===== src/hdl/hmf_pkg.sv =====
// ----------------------------------------------------------------------------
// HTTP message framer package
// Shared types, character codes, part codes and name tables.
// ----------------------------------------------------------------------------
package hmf_pkg;

	localparam int LENGTH_BITS_DEFAULT = 32;

	localparam logic [4:0] CL_LEN  = 5'd14;
	localparam logic [4:0] TE_LEN  = 5'd17;
	localparam logic [4:0] COL_MAX = 5'd31;

	localparam logic [7:0] CHAR_LF     = 8'h0A;
	localparam logic [7:0] CHAR_CR     = 8'h0D;
	localparam logic [7:0] CHAR_TAB    = 8'h09;
	localparam logic [7:0] CHAR_VT     = 8'h0B;
	localparam logic [7:0] CHAR_FF     = 8'h0C;
	localparam logic [7:0] CHAR_SPACE  = 8'h20;
	localparam logic [7:0] CHAR_COLON  = 8'h3A;
	localparam logic [7:0] CASE_OFFSET = 8'h20;

	localparam logic [2:0] CODE_HEADER = 3'd0;
	localparam logic [2:0] CODE_BODY   = 3'd1;
	localparam logic [2:0] CODE_SIZE   = 3'd2;
	localparam logic [2:0] CODE_DATA   = 3'd3;
	localparam logic [2:0] CODE_CRLF   = 3'd4;

	typedef enum logic [4:0] {
		MODE_HEADER = 5'b00001,
		MODE_BODY   = 5'b00010,
		MODE_SIZE   = 5'b00100,
		MODE_DATA   = 5'b01000,
		MODE_CRLF   = 5'b10000
	} mode_t;

	typedef enum logic [3:0] {
		PH_NAME   = 4'b0001,
		PH_BLANKS = 4'b0010,
		PH_DIGITS = 4'b0100,
		PH_REST   = 4'b1000
	} phase_t;

	typedef struct packed {
		mode_t       mode;
		logic [4:0]  col;
		logic        saw_cr;
		logic        len_match;
		logic        enc_match;
		phase_t      phase;
		logic        chunked;
	} ctl_t;

	localparam ctl_t CTL_RESET = '{
		mode: MODE_HEADER, col: 5'd0, saw_cr: 1'b0, len_match: 1'b1,
		enc_match: 1'b1, phase: PH_NAME, chunked: 1'b0
	};

	function automatic logic [2:0] mode_code(input mode_t m);
		logic [2:0] c;
		unique case (m)
			MODE_BODY: c = CODE_BODY;
			MODE_SIZE: c = CODE_SIZE;
			MODE_DATA: c = CODE_DATA;
			MODE_CRLF: c = CODE_CRLF;
			default:   c = CODE_HEADER;
		endcase
		return c;
	endfunction

	function automatic logic [7:0] cl_char(input logic [4:0] idx);
		logic [7:0] c;
		unique case (idx)
			5'd0:    c = "c";
			5'd1:    c = "o";
			5'd2:    c = "n";
			5'd3:    c = "t";
			5'd4:    c = "e";
			5'd5:    c = "n";
			5'd6:    c = "t";
			5'd7:    c = "-";
			5'd8:    c = "l";
			5'd9:    c = "e";
			5'd10:   c = "n";
			5'd11:   c = "g";
			5'd12:   c = "t";
			5'd13:   c = "h";
			default: c = 8'h00;
		endcase
		return c;
	endfunction

	function automatic logic [7:0] te_char(input logic [4:0] idx);
		logic [7:0] c;
		unique case (idx)
			5'd0:    c = "t";
			5'd1:    c = "r";
			5'd2:    c = "a";
			5'd3:    c = "n";
			5'd4:    c = "s";
			5'd5:    c = "f";
			5'd6:    c = "e";
			5'd7:    c = "r";
			5'd8:    c = "-";
			5'd9:    c = "e";
			5'd10:   c = "n";
			5'd11:   c = "c";
			5'd12:   c = "o";
			5'd13:   c = "d";
			5'd14:   c = "i";
			5'd15:   c = "n";
			5'd16:   c = "g";
			default: c = 8'h00;
		endcase
		return c;
	endfunction

	// Bit 4 flags a hex digit; bits 3:0 hold its value.
	function automatic logic [4:0] hex_digit(input logic [7:0] b);
		logic [4:0] h;
		if (b >= "0" && b <= "9") begin
			h = {1'b1, b[3:0]};
		end else if ((b >= "a" && b <= "f") || (b >= "A" && b <= "F")) begin
			h = {1'b1, b[3:0] + 4'd9};
		end else begin
			h = 5'd0;
		end
		return h;
	endfunction

endpackage


===== src/hdl/hmf_step.sv =====
// ----------------------------------------------------------------------------
// HTTP message framer byte step
// Next-state and tag logic for one byte of the message stream.
// ----------------------------------------------------------------------------
module hmf_step #(
	parameter int LENGTH_BITS = hmf_pkg::LENGTH_BITS_DEFAULT
) (
	input  logic [7:0]             data_byte,
	input  hmf_pkg::ctl_t          ctl,
	input  logic [LENGTH_BITS-1:0] dec,
	input  logic [LENGTH_BITS-1:0] blen,
	input  logic [LENGTH_BITS-1:0] rem,
	output hmf_pkg::ctl_t          ctl_n,
	output logic [LENGTH_BITS-1:0] dec_n,
	output logic [LENGTH_BITS-1:0] blen_n,
	output logic [LENGTH_BITS-1:0] rem_n,
	output logic [2:0]             code,
	output logic                   eom
);

	localparam int L = LENGTH_BITS;
	localparam logic [L-1:0] LEN_MAX = '1;

	logic [7:0]   lc;
	logic         is_digit;
	logic         is_blank;
	logic [4:0]   hex;
	logic [L+3:0] dec_ext;
	logic [L+3:0] dec_times10;
	logic [L-1:0] dec_next10;
	logic [L-1:0] dec_next16;
	logic [L-1:0] rem_dec;
	logic [L-1:0] blen_line;
	logic         empty_line;

	assign lc = (data_byte >= "A" && data_byte <= "Z") ? data_byte + hmf_pkg::CASE_OFFSET
		: data_byte;
	assign is_digit = data_byte >= "0" && data_byte <= "9";
	assign is_blank = data_byte == hmf_pkg::CHAR_SPACE || data_byte == hmf_pkg::CHAR_TAB
		|| data_byte == hmf_pkg::CHAR_CR || data_byte == hmf_pkg::CHAR_VT
		|| data_byte == hmf_pkg::CHAR_FF;
	assign hex = hmf_pkg::hex_digit(data_byte);

	assign dec_ext     = {4'd0, dec};
	assign dec_times10 = (dec_ext << 3) + (dec_ext << 1) + {{L{1'b0}}, data_byte[3:0]};
	assign dec_next10  = (|dec_times10[L+3:L]) ? LEN_MAX : dec_times10[L-1:0];
	assign dec_next16  = (|dec[L-1:L-4]) ? LEN_MAX : {dec[L-5:0], hex[3:0]};
	assign rem_dec     = rem - {{(L-1){1'b0}}, 1'b1};

	assign empty_line = ctl.phase == hmf_pkg::PH_NAME
		&& (ctl.col == 5'd0 || (ctl.col == 5'd1 && ctl.saw_cr));

	always_comb begin
		unique case (ctl.phase)
			hmf_pkg::PH_BLANKS: blen_line = '0;
			hmf_pkg::PH_DIGITS: blen_line = dec;
			default:            blen_line = blen;
		endcase
	end

	always_comb begin
		ctl_n  = ctl;
		dec_n  = dec;
		blen_n = blen;
		rem_n  = rem;
		eom    = 1'b0;
		code   = hmf_pkg::mode_code(ctl.mode);

		unique case (ctl.mode)
			hmf_pkg::MODE_BODY: begin
				rem_n = rem_dec;
				if (rem_dec == '0) begin
					ctl_n  = hmf_pkg::CTL_RESET;
					dec_n  = '0;
					blen_n = '0;
					eom    = 1'b1;
				end
			end
			hmf_pkg::MODE_SIZE: begin
				if (data_byte == hmf_pkg::CHAR_LF) begin
					if (dec == '0) begin
						ctl_n  = hmf_pkg::CTL_RESET;
						blen_n = '0;
						rem_n  = '0;
						eom    = 1'b1;
					end else begin
						rem_n      = dec;
						ctl_n.mode = hmf_pkg::MODE_DATA;
					end
				end else if (ctl.phase == hmf_pkg::PH_NAME) begin
					if (!hex[4]) begin
						ctl_n.phase = hmf_pkg::PH_REST;
					end else begin
						dec_n = dec_next16;
					end
				end
			end
			hmf_pkg::MODE_DATA: begin
				rem_n = rem_dec;
				if (rem_dec == '0) begin
					ctl_n.mode = hmf_pkg::MODE_CRLF;
				end
			end
			hmf_pkg::MODE_CRLF: begin
				if (data_byte == hmf_pkg::CHAR_LF) begin
					ctl_n.mode  = hmf_pkg::MODE_SIZE;
					ctl_n.phase = hmf_pkg::PH_NAME;
					dec_n       = '0;
				end
			end
			default: begin
				code       = hmf_pkg::CODE_HEADER;
				ctl_n.mode = hmf_pkg::MODE_HEADER;
				if (data_byte == hmf_pkg::CHAR_LF) begin
					blen_n          = blen_line;
					ctl_n.col       = 5'd0;
					ctl_n.saw_cr    = 1'b0;
					ctl_n.len_match = 1'b1;
					ctl_n.enc_match = 1'b1;
					ctl_n.phase     = hmf_pkg::PH_NAME;
					if (empty_line) begin
						if (blen_line != '0) begin
							ctl_n.mode = hmf_pkg::MODE_BODY;
							rem_n      = blen_line;
						end else if (ctl.chunked) begin
							ctl_n.mode = hmf_pkg::MODE_SIZE;
							dec_n      = '0;
						end else begin
							ctl_n  = hmf_pkg::CTL_RESET;
							dec_n  = '0;
							blen_n = '0;
							rem_n  = '0;
							eom    = 1'b1;
						end
					end
				end else begin
					ctl_n.saw_cr = data_byte == hmf_pkg::CHAR_CR;
					unique case (ctl.phase)
						hmf_pkg::PH_NAME: begin
							if (data_byte == hmf_pkg::CHAR_COLON) begin
								if (ctl.len_match && ctl.col == hmf_pkg::CL_LEN) begin
									dec_n       = '0;
									ctl_n.phase = hmf_pkg::PH_BLANKS;
								end else begin
									if (ctl.enc_match && ctl.col == hmf_pkg::TE_LEN) begin
										ctl_n.chunked = 1'b1;
									end
									ctl_n.phase = hmf_pkg::PH_REST;
								end
							end else begin
								if (ctl.col >= hmf_pkg::CL_LEN || lc != hmf_pkg::cl_char(ctl.col)) begin
									ctl_n.len_match = 1'b0;
								end
								if (ctl.col >= hmf_pkg::TE_LEN || lc != hmf_pkg::te_char(ctl.col)) begin
									ctl_n.enc_match = 1'b0;
								end
								if (ctl.col < hmf_pkg::COL_MAX) begin
									ctl_n.col = ctl.col + 5'd1;
								end
							end
						end
						hmf_pkg::PH_BLANKS: begin
							if (is_digit) begin
								dec_n       = {{(L-4){1'b0}}, data_byte[3:0]};
								ctl_n.phase = hmf_pkg::PH_DIGITS;
							end else if (!is_blank) begin
								blen_n      = '0;
								ctl_n.phase = hmf_pkg::PH_REST;
							end
						end
						hmf_pkg::PH_DIGITS: begin
							if (is_digit) begin
								dec_n = dec_next10;
							end else begin
								blen_n      = dec;
								ctl_n.phase = hmf_pkg::PH_REST;
							end
						end
						default: begin
						end
					endcase
				end
			end
		endcase
	end

endmodule


===== src/hdl/http_message_framer.sv =====
// ----------------------------------------------------------------------------
// HTTP message framer
// Tags each byte of an HTTP/1.1 message with its part and marks the last byte.
// ----------------------------------------------------------------------------
//
// Channel  Signals                                          Direction
// data     data_valid, data_ready, data_byte                into the block
// result   result_valid, result_ready, out_byte,
//          part_code, end_of_message                        out of the block
//
// One byte is accepted per cycle while the result side is not stalled, and its result appears in the next cycle.
// The framing state is updated by one pass of logic from the state registers
// and the accepted byte into the state and result registers.
// A byte is accepted whenever the result register is empty or is taken in the
// same cycle, so a stall on the result side holds back only the next byte.
// Reset returns the framer to the start of a header line.
module http_message_framer #(
	parameter int LENGTH_BITS = hmf_pkg::LENGTH_BITS_DEFAULT
) (
	input  logic       clk,
	input  logic       arst_n,
	input  logic       data_valid,
	output logic       data_ready,
	input  logic [7:0] data_byte,
	output logic       result_valid,
	input  logic       result_ready,
	output logic [7:0] out_byte,
	output logic [2:0] part_code,
	output logic       end_of_message
);

	hmf_pkg::ctl_t          ctl_q;
	hmf_pkg::ctl_t          ctl_n;
	logic [LENGTH_BITS-1:0] dec_q;
	logic [LENGTH_BITS-1:0] dec_n;
	logic [LENGTH_BITS-1:0] blen_q;
	logic [LENGTH_BITS-1:0] blen_n;
	logic [LENGTH_BITS-1:0] rem_q;
	logic [LENGTH_BITS-1:0] rem_n;
	logic [2:0]             code;
	logic                   eom;
	logic                   accept;

	assign data_ready = !result_valid || result_ready;
	assign accept     = data_valid && data_ready;

	hmf_step #(
		.LENGTH_BITS(LENGTH_BITS)
	) u_step (
		.data_byte(data_byte),
		.ctl(ctl_q),
		.dec(dec_q),
		.blen(blen_q),
		.rem(rem_q),
		.ctl_n(ctl_n),
		.dec_n(dec_n),
		.blen_n(blen_n),
		.rem_n(rem_n),
		.code(code),
		.eom(eom)
	);

	always_ff @(posedge clk or negedge arst_n) begin
		if (!arst_n) begin
			ctl_q        <= hmf_pkg::CTL_RESET;
			dec_q        <= '0;
			blen_q       <= '0;
			rem_q        <= '0;
			result_valid <= 1'b0;
		end else begin
			if (accept) begin
				ctl_q  <= ctl_n;
				dec_q  <= dec_n;
				blen_q <= blen_n;
				rem_q  <= rem_n;
			end
			if (data_ready) begin
				result_valid <= data_valid;
			end
		end
	end

	always_ff @(posedge clk) begin
		if (accept) begin
			out_byte       <= data_byte;
			part_code      <= code;
			end_of_message <= eom;
		end
	end

	// A message can only end in the header, a fixed body or a size line.
	assert property (@(posedge clk) disable iff (!arst_n)
		result_valid && end_of_message |-> part_code == hmf_pkg::CODE_HEADER
		|| part_code == hmf_pkg::CODE_BODY || part_code == hmf_pkg::CODE_SIZE)
		else $error("message ended in an unexpected part");

	// The transaction after a final byte starts from the reset state.
	assert property (@(posedge clk) disable iff (!arst_n)
		accept && eom |=> ctl_q == hmf_pkg::CTL_RESET && blen_q == '0)
		else $error("framer state not cleared after end of message");

	// Counted parts always have bytes left to receive.
	assert property (@(posedge clk) disable iff (!arst_n)
		ctl_q.mode == hmf_pkg::MODE_BODY || ctl_q.mode == hmf_pkg::MODE_DATA
		|-> rem_q != '0)
		else $error("counted part entered with no bytes remaining");

	// An empty result register never holds back the input.
	assert property (@(posedge clk) disable iff (!arst_n)
		!result_valid |-> data_ready)
		else $error("input stalled with empty result register");

endmodule

===== config.mk =====
export PLATFORM = sky130hd
export DESIGN_NAME = http_message_framer
export DESIGN_NICKNAME = d
export VERILOG_FILES = /design/src/hdl/hmf_pkg.sv /design/src/hdl/hmf_step.sv /design/src/hdl/http_message_framer.sv
export SDC_FILE = /design/constraint.sdc
export NUM_CORES = 1
export LEC_CHECK = 0
export BUFFER_PORTS_ARGS = -buffer_cell sky130_fd_sc_hd__clkbuf_2
export CORE_MARGIN = 3
export CORE_UTILIZATION = 46
export DETAILED_ROUTE_END_ITERATION = 6
export GPL_TIMING_DRIVEN = 0
export SETUP_SLACK_MARGIN = 0.3
export SLEW_MARGIN = 5
export SYNTH_ARGS = -nofsm -noshare
export SYNTH_HDL_FRONTEND = slang
export SYNTH_SLANG_ARGS = --single-unit

===== constraint.sdc =====
create_clock -name clk -period 4.85 [get_ports clk]
set_input_delay 0.485 -clock clk [delete_from_list [all_inputs] [get_ports clk]]
set_output_delay 0.485 -clock clk [all_outputs]
set_load 0.02 [all_outputs]

==> impl_metrics.py <==
metrics = {
    "detailed_routing": {
        "drc": 0,
        "dr_total_vias": 11530,
        "wl_per_cell_um": 22.90,
        "drt-initial-drc-count": 1590,
        "dr.pass1.iters": 7,
        "wirelength_um": 40200,
        "drtAntennaViolNets": 0,
        "avgViaCountPerCell": 6.567,
    },
    "synthesis": {
        "synth_edf_count": 12,
        "synth.most_common_cell": "nand2_1",
        "avgSynthCellArea_um2": 8.484,
        "syn-num-nets": 1465,
        "syn_inst": 1370,
        "async_flop_share_pct": 90.55,
        "synthDistinctLibCells": 92,
        "synthFlopType": "dfrtp_1",
        "netlist.area_leader.share_pct": 23.90,
        "yosys.area.top_type": "dfrtp_1",
        "synth.ff_latch_count": 127,
        "synthTopCellsByCount": "nand2_1, dfrtp_1, a21oi_1, o21ai_0, nor2_1",
        "yosysSeqAreaShare_pct": 27.90,
        "ys_warn_count": 0,
        "yosys-top-cells-area": "dfrtp_1, ha_1, a21oi_1",
        "syn_area_um2": 11620,
    },
    "worst_setup_path": {
        "r2r_setup_slack_ns": 0.44,
        "crit_slowest_cell": "dfrtp_2",
        "crit_type": "flip-flop to flip-flop",
        "start_kind": "flip-flop",
        "crit_top_cell": "ha_1",
        "required_ns": 5.21,
        "crit_buf_inv": 2,
        "max_stage_delay_ns": 0.51,
        "worstPathMaxFanout": 8,
        "path_delay_family": "compound AO/OA/AOI/OAI gates",
        "end_kind": "flip-flop",
        "arrival_ns": 4.77,
        "cp_cell_sequence": "ha_1 -> ha_1 -> inv_1 -> fa_1 -> nor2b_1 -> o31a_1 -> o211ai_1 -> o221ai_1 -> a221oi_1 -> mux2i_2 -> buf_4 -> nor4_1 -> o32ai_1 -> mux2_1",
    },
    "cts": {
        "insertion_delay_ns": 0.43,
        "cts_sinks": 127,
        "cts_tree": "yes",
        "cts_max_path_buffers": 2,
        "cts_buffers": 17,
        "path_clk_slew_ns": 0.07,
        "cts_root_buf": "clkbuf_16",
        "cts_max_level": 4,
    },
    "floorplanning": {
        "die_area_um2": 27210,
        "initial_core_util_pct": 47.24,
        "io_pins": 26,
        "fp.dieW_um": 165.0,
        "num_rows": 57,
        "core_area_um2": 24600,
        "chipHeight_um": 165.0,
    },
    "placement": {
        "port_buffers": 25,
        "gp_congestion": 0.9611,
        "hpwl_um": 30140,
        "place_ws_ns": -0.01219,
    },
    "finish": {
        "antenna_cells": 0,
        "drive_gt1_share_pct": 10.96,
        "syn_to_final_growth_pct": 10.84,
        "final_util_pct": 52.36,
        "fin_nets": 1514,
        "fillers": 2412,
    },
    "sta": {
        "fin_tns_setup_ns": 0,
        "fin_crit_sh_pct": 91.02,
        "setup_ws_ns": 0.4357,
        "fin_crit_ns": 4.414,
        "skew_ns": 0.01545,
        "slew_violations": 0,
        "rsz0062_at_grt": "false",
        "worstMarginPinSlew_ns": 1.363,
        "hold_violations": 0,
        "hold_slack_ns": 0.2553,
        "max_slew_margin_pct": 7.905,
        "fmax_ghz": 0.2265,
        "setup_viol": 0,
    },
    "global_route": {
        "grt_max_degree": 81,
        "grt_usage_pct": 29.54,
        "antenna_found_initial": 0,
        "overflow": 0,
        "grt_first_pass_wirelength_um": 62270,
        "grt_pass1_vias": 10740,
    },
    "power": {
        "leakage_uw": 0.005886,
        "total_power_uw": 3357,
        "ir_drop_uv": 197.6,
        "cellPowerDensity_nw_per_um2": 260.5,
    },
    "run": {
        "cap_viol_max_count": 0,
    },
    "outcome": {
        "status": "complete, no violations",
    },
    "worst_hold_path": {
        "hold_class": "input port to flip-flop",
    },
}
## sequential cells by signal, indices dropped and copies added, names as in the netlist
name and cells:
blen_q 32, dec_q 32, rem_q 32, ctl_q 18, out_byte 8, part_code 3, end_of_message 1, result_valid 1
## area by class of cell
class                   count  area, um2  area share [%]
plain buffers              95      402.9           3.127
clock buffers              18      450.4           3.496
clock inverters            14      153.9           1.195
inverters                  25      93.84          0.7284
multi-input cells        1123       7938           61.61
flip-flops and latches    127       3246           25.19
well taps                 324      405.4           3.147
repair buffers             30      193.9           1.505
## routing by layer
layer / track usage [%] / vias to the layer above / part of all wire, %
met4: 8.845 / 0 / 2.6
met1: 42.91 / 5597 / 45
met3: 5.267 / 77 / 8.1
met5: 0 / - / 0
met2: 44.69 / 534 / 44
li1: - / 5324 / -
## path summary, 6_finish.rpt
check | depth (start not counted) | end | from
worst min register to register | 2 | ctl_q[7] | ctl_q[7]
min in group asynchronous | 2 | ctl_q[7] | arst_n
max in group asynchronous | 3 | ctl_q[1] | arst_n
worst max register to register | 14 | dec_q[3] | dec_q[1]
worst min-delay path | 2 | result_valid | data_valid
worst max-delay path | 14 | dec_q[3] | dec_q[1]
## power breakdown
part | switching (uW) | internal [uW] | leakage, uW
Clock | 544 | 795 | 0.000290
Combinational | 571 | 282 | 0.00392
Sequential | 59.3 | 1110 | 0.00168
## repair_timing
action                                  in CTS  in global routing
gates resized for setup                      4                 16
hold endpoints to repair                    27                  0
endpoints found under the setup margin      26                 41
pin swaps                                    0                  1
cloned                                       0                  0
setup buffers                                2                  1
hold buffers                                 1                  0
## layout by cell type (no fill, tap or decap), types with 16 or more instances in the layout
master,netlist,routed
o21ai_0,106,105
dfrtp_1,111,109
nor4_1,50,50
nand2_1,118,118
a222oi_1,23,23
a22o_1,36,36
clkbuf_1,84,80
nor3_1,28,27
mux2_1,24,24
o2111ai_1,17,16
xor2_1,29,29
a21oi_1,106,105
nor2_1,91,91
clkbuf_2,0,28
ha_1,81,81
nor4bb_1,17,17
o21bai_1,16,16
inv_1,23,23
clkbuf_16,0,18
mux2_2,41,41
nand3_1,25,25
nor2b_1,42,42
xnor2_1,35,35
a21o_1,23,23
a31oi_1,19,18
## cell families (layout without fill, tap and decap cells)
family / after synthesis / after routing / share of synthesized area [%]
xor gates and xnor gates: 64 / 64 / 4.822
AOI/OAI and AO/OA: 439 / 439 / 25.39
and+or+nand+nor: 463 / 463 / 21.37
DFF: 127 / 127 / 27.90
adders and majority gates: 83 / 83 / 9.064
buffers and inverters: 120 / 182 / 4.230
muxes: 74 / 74 / 7.223
## metrics by stage
stage	cell area [um2]	cells
after global routing	12880	1756
after CTS	12830	1755
after detailed placement	12190	1720
final	12880	1756
after floorplan	11620	1370
after global placement	12150	1719
(Power assumes the default switching activity.)
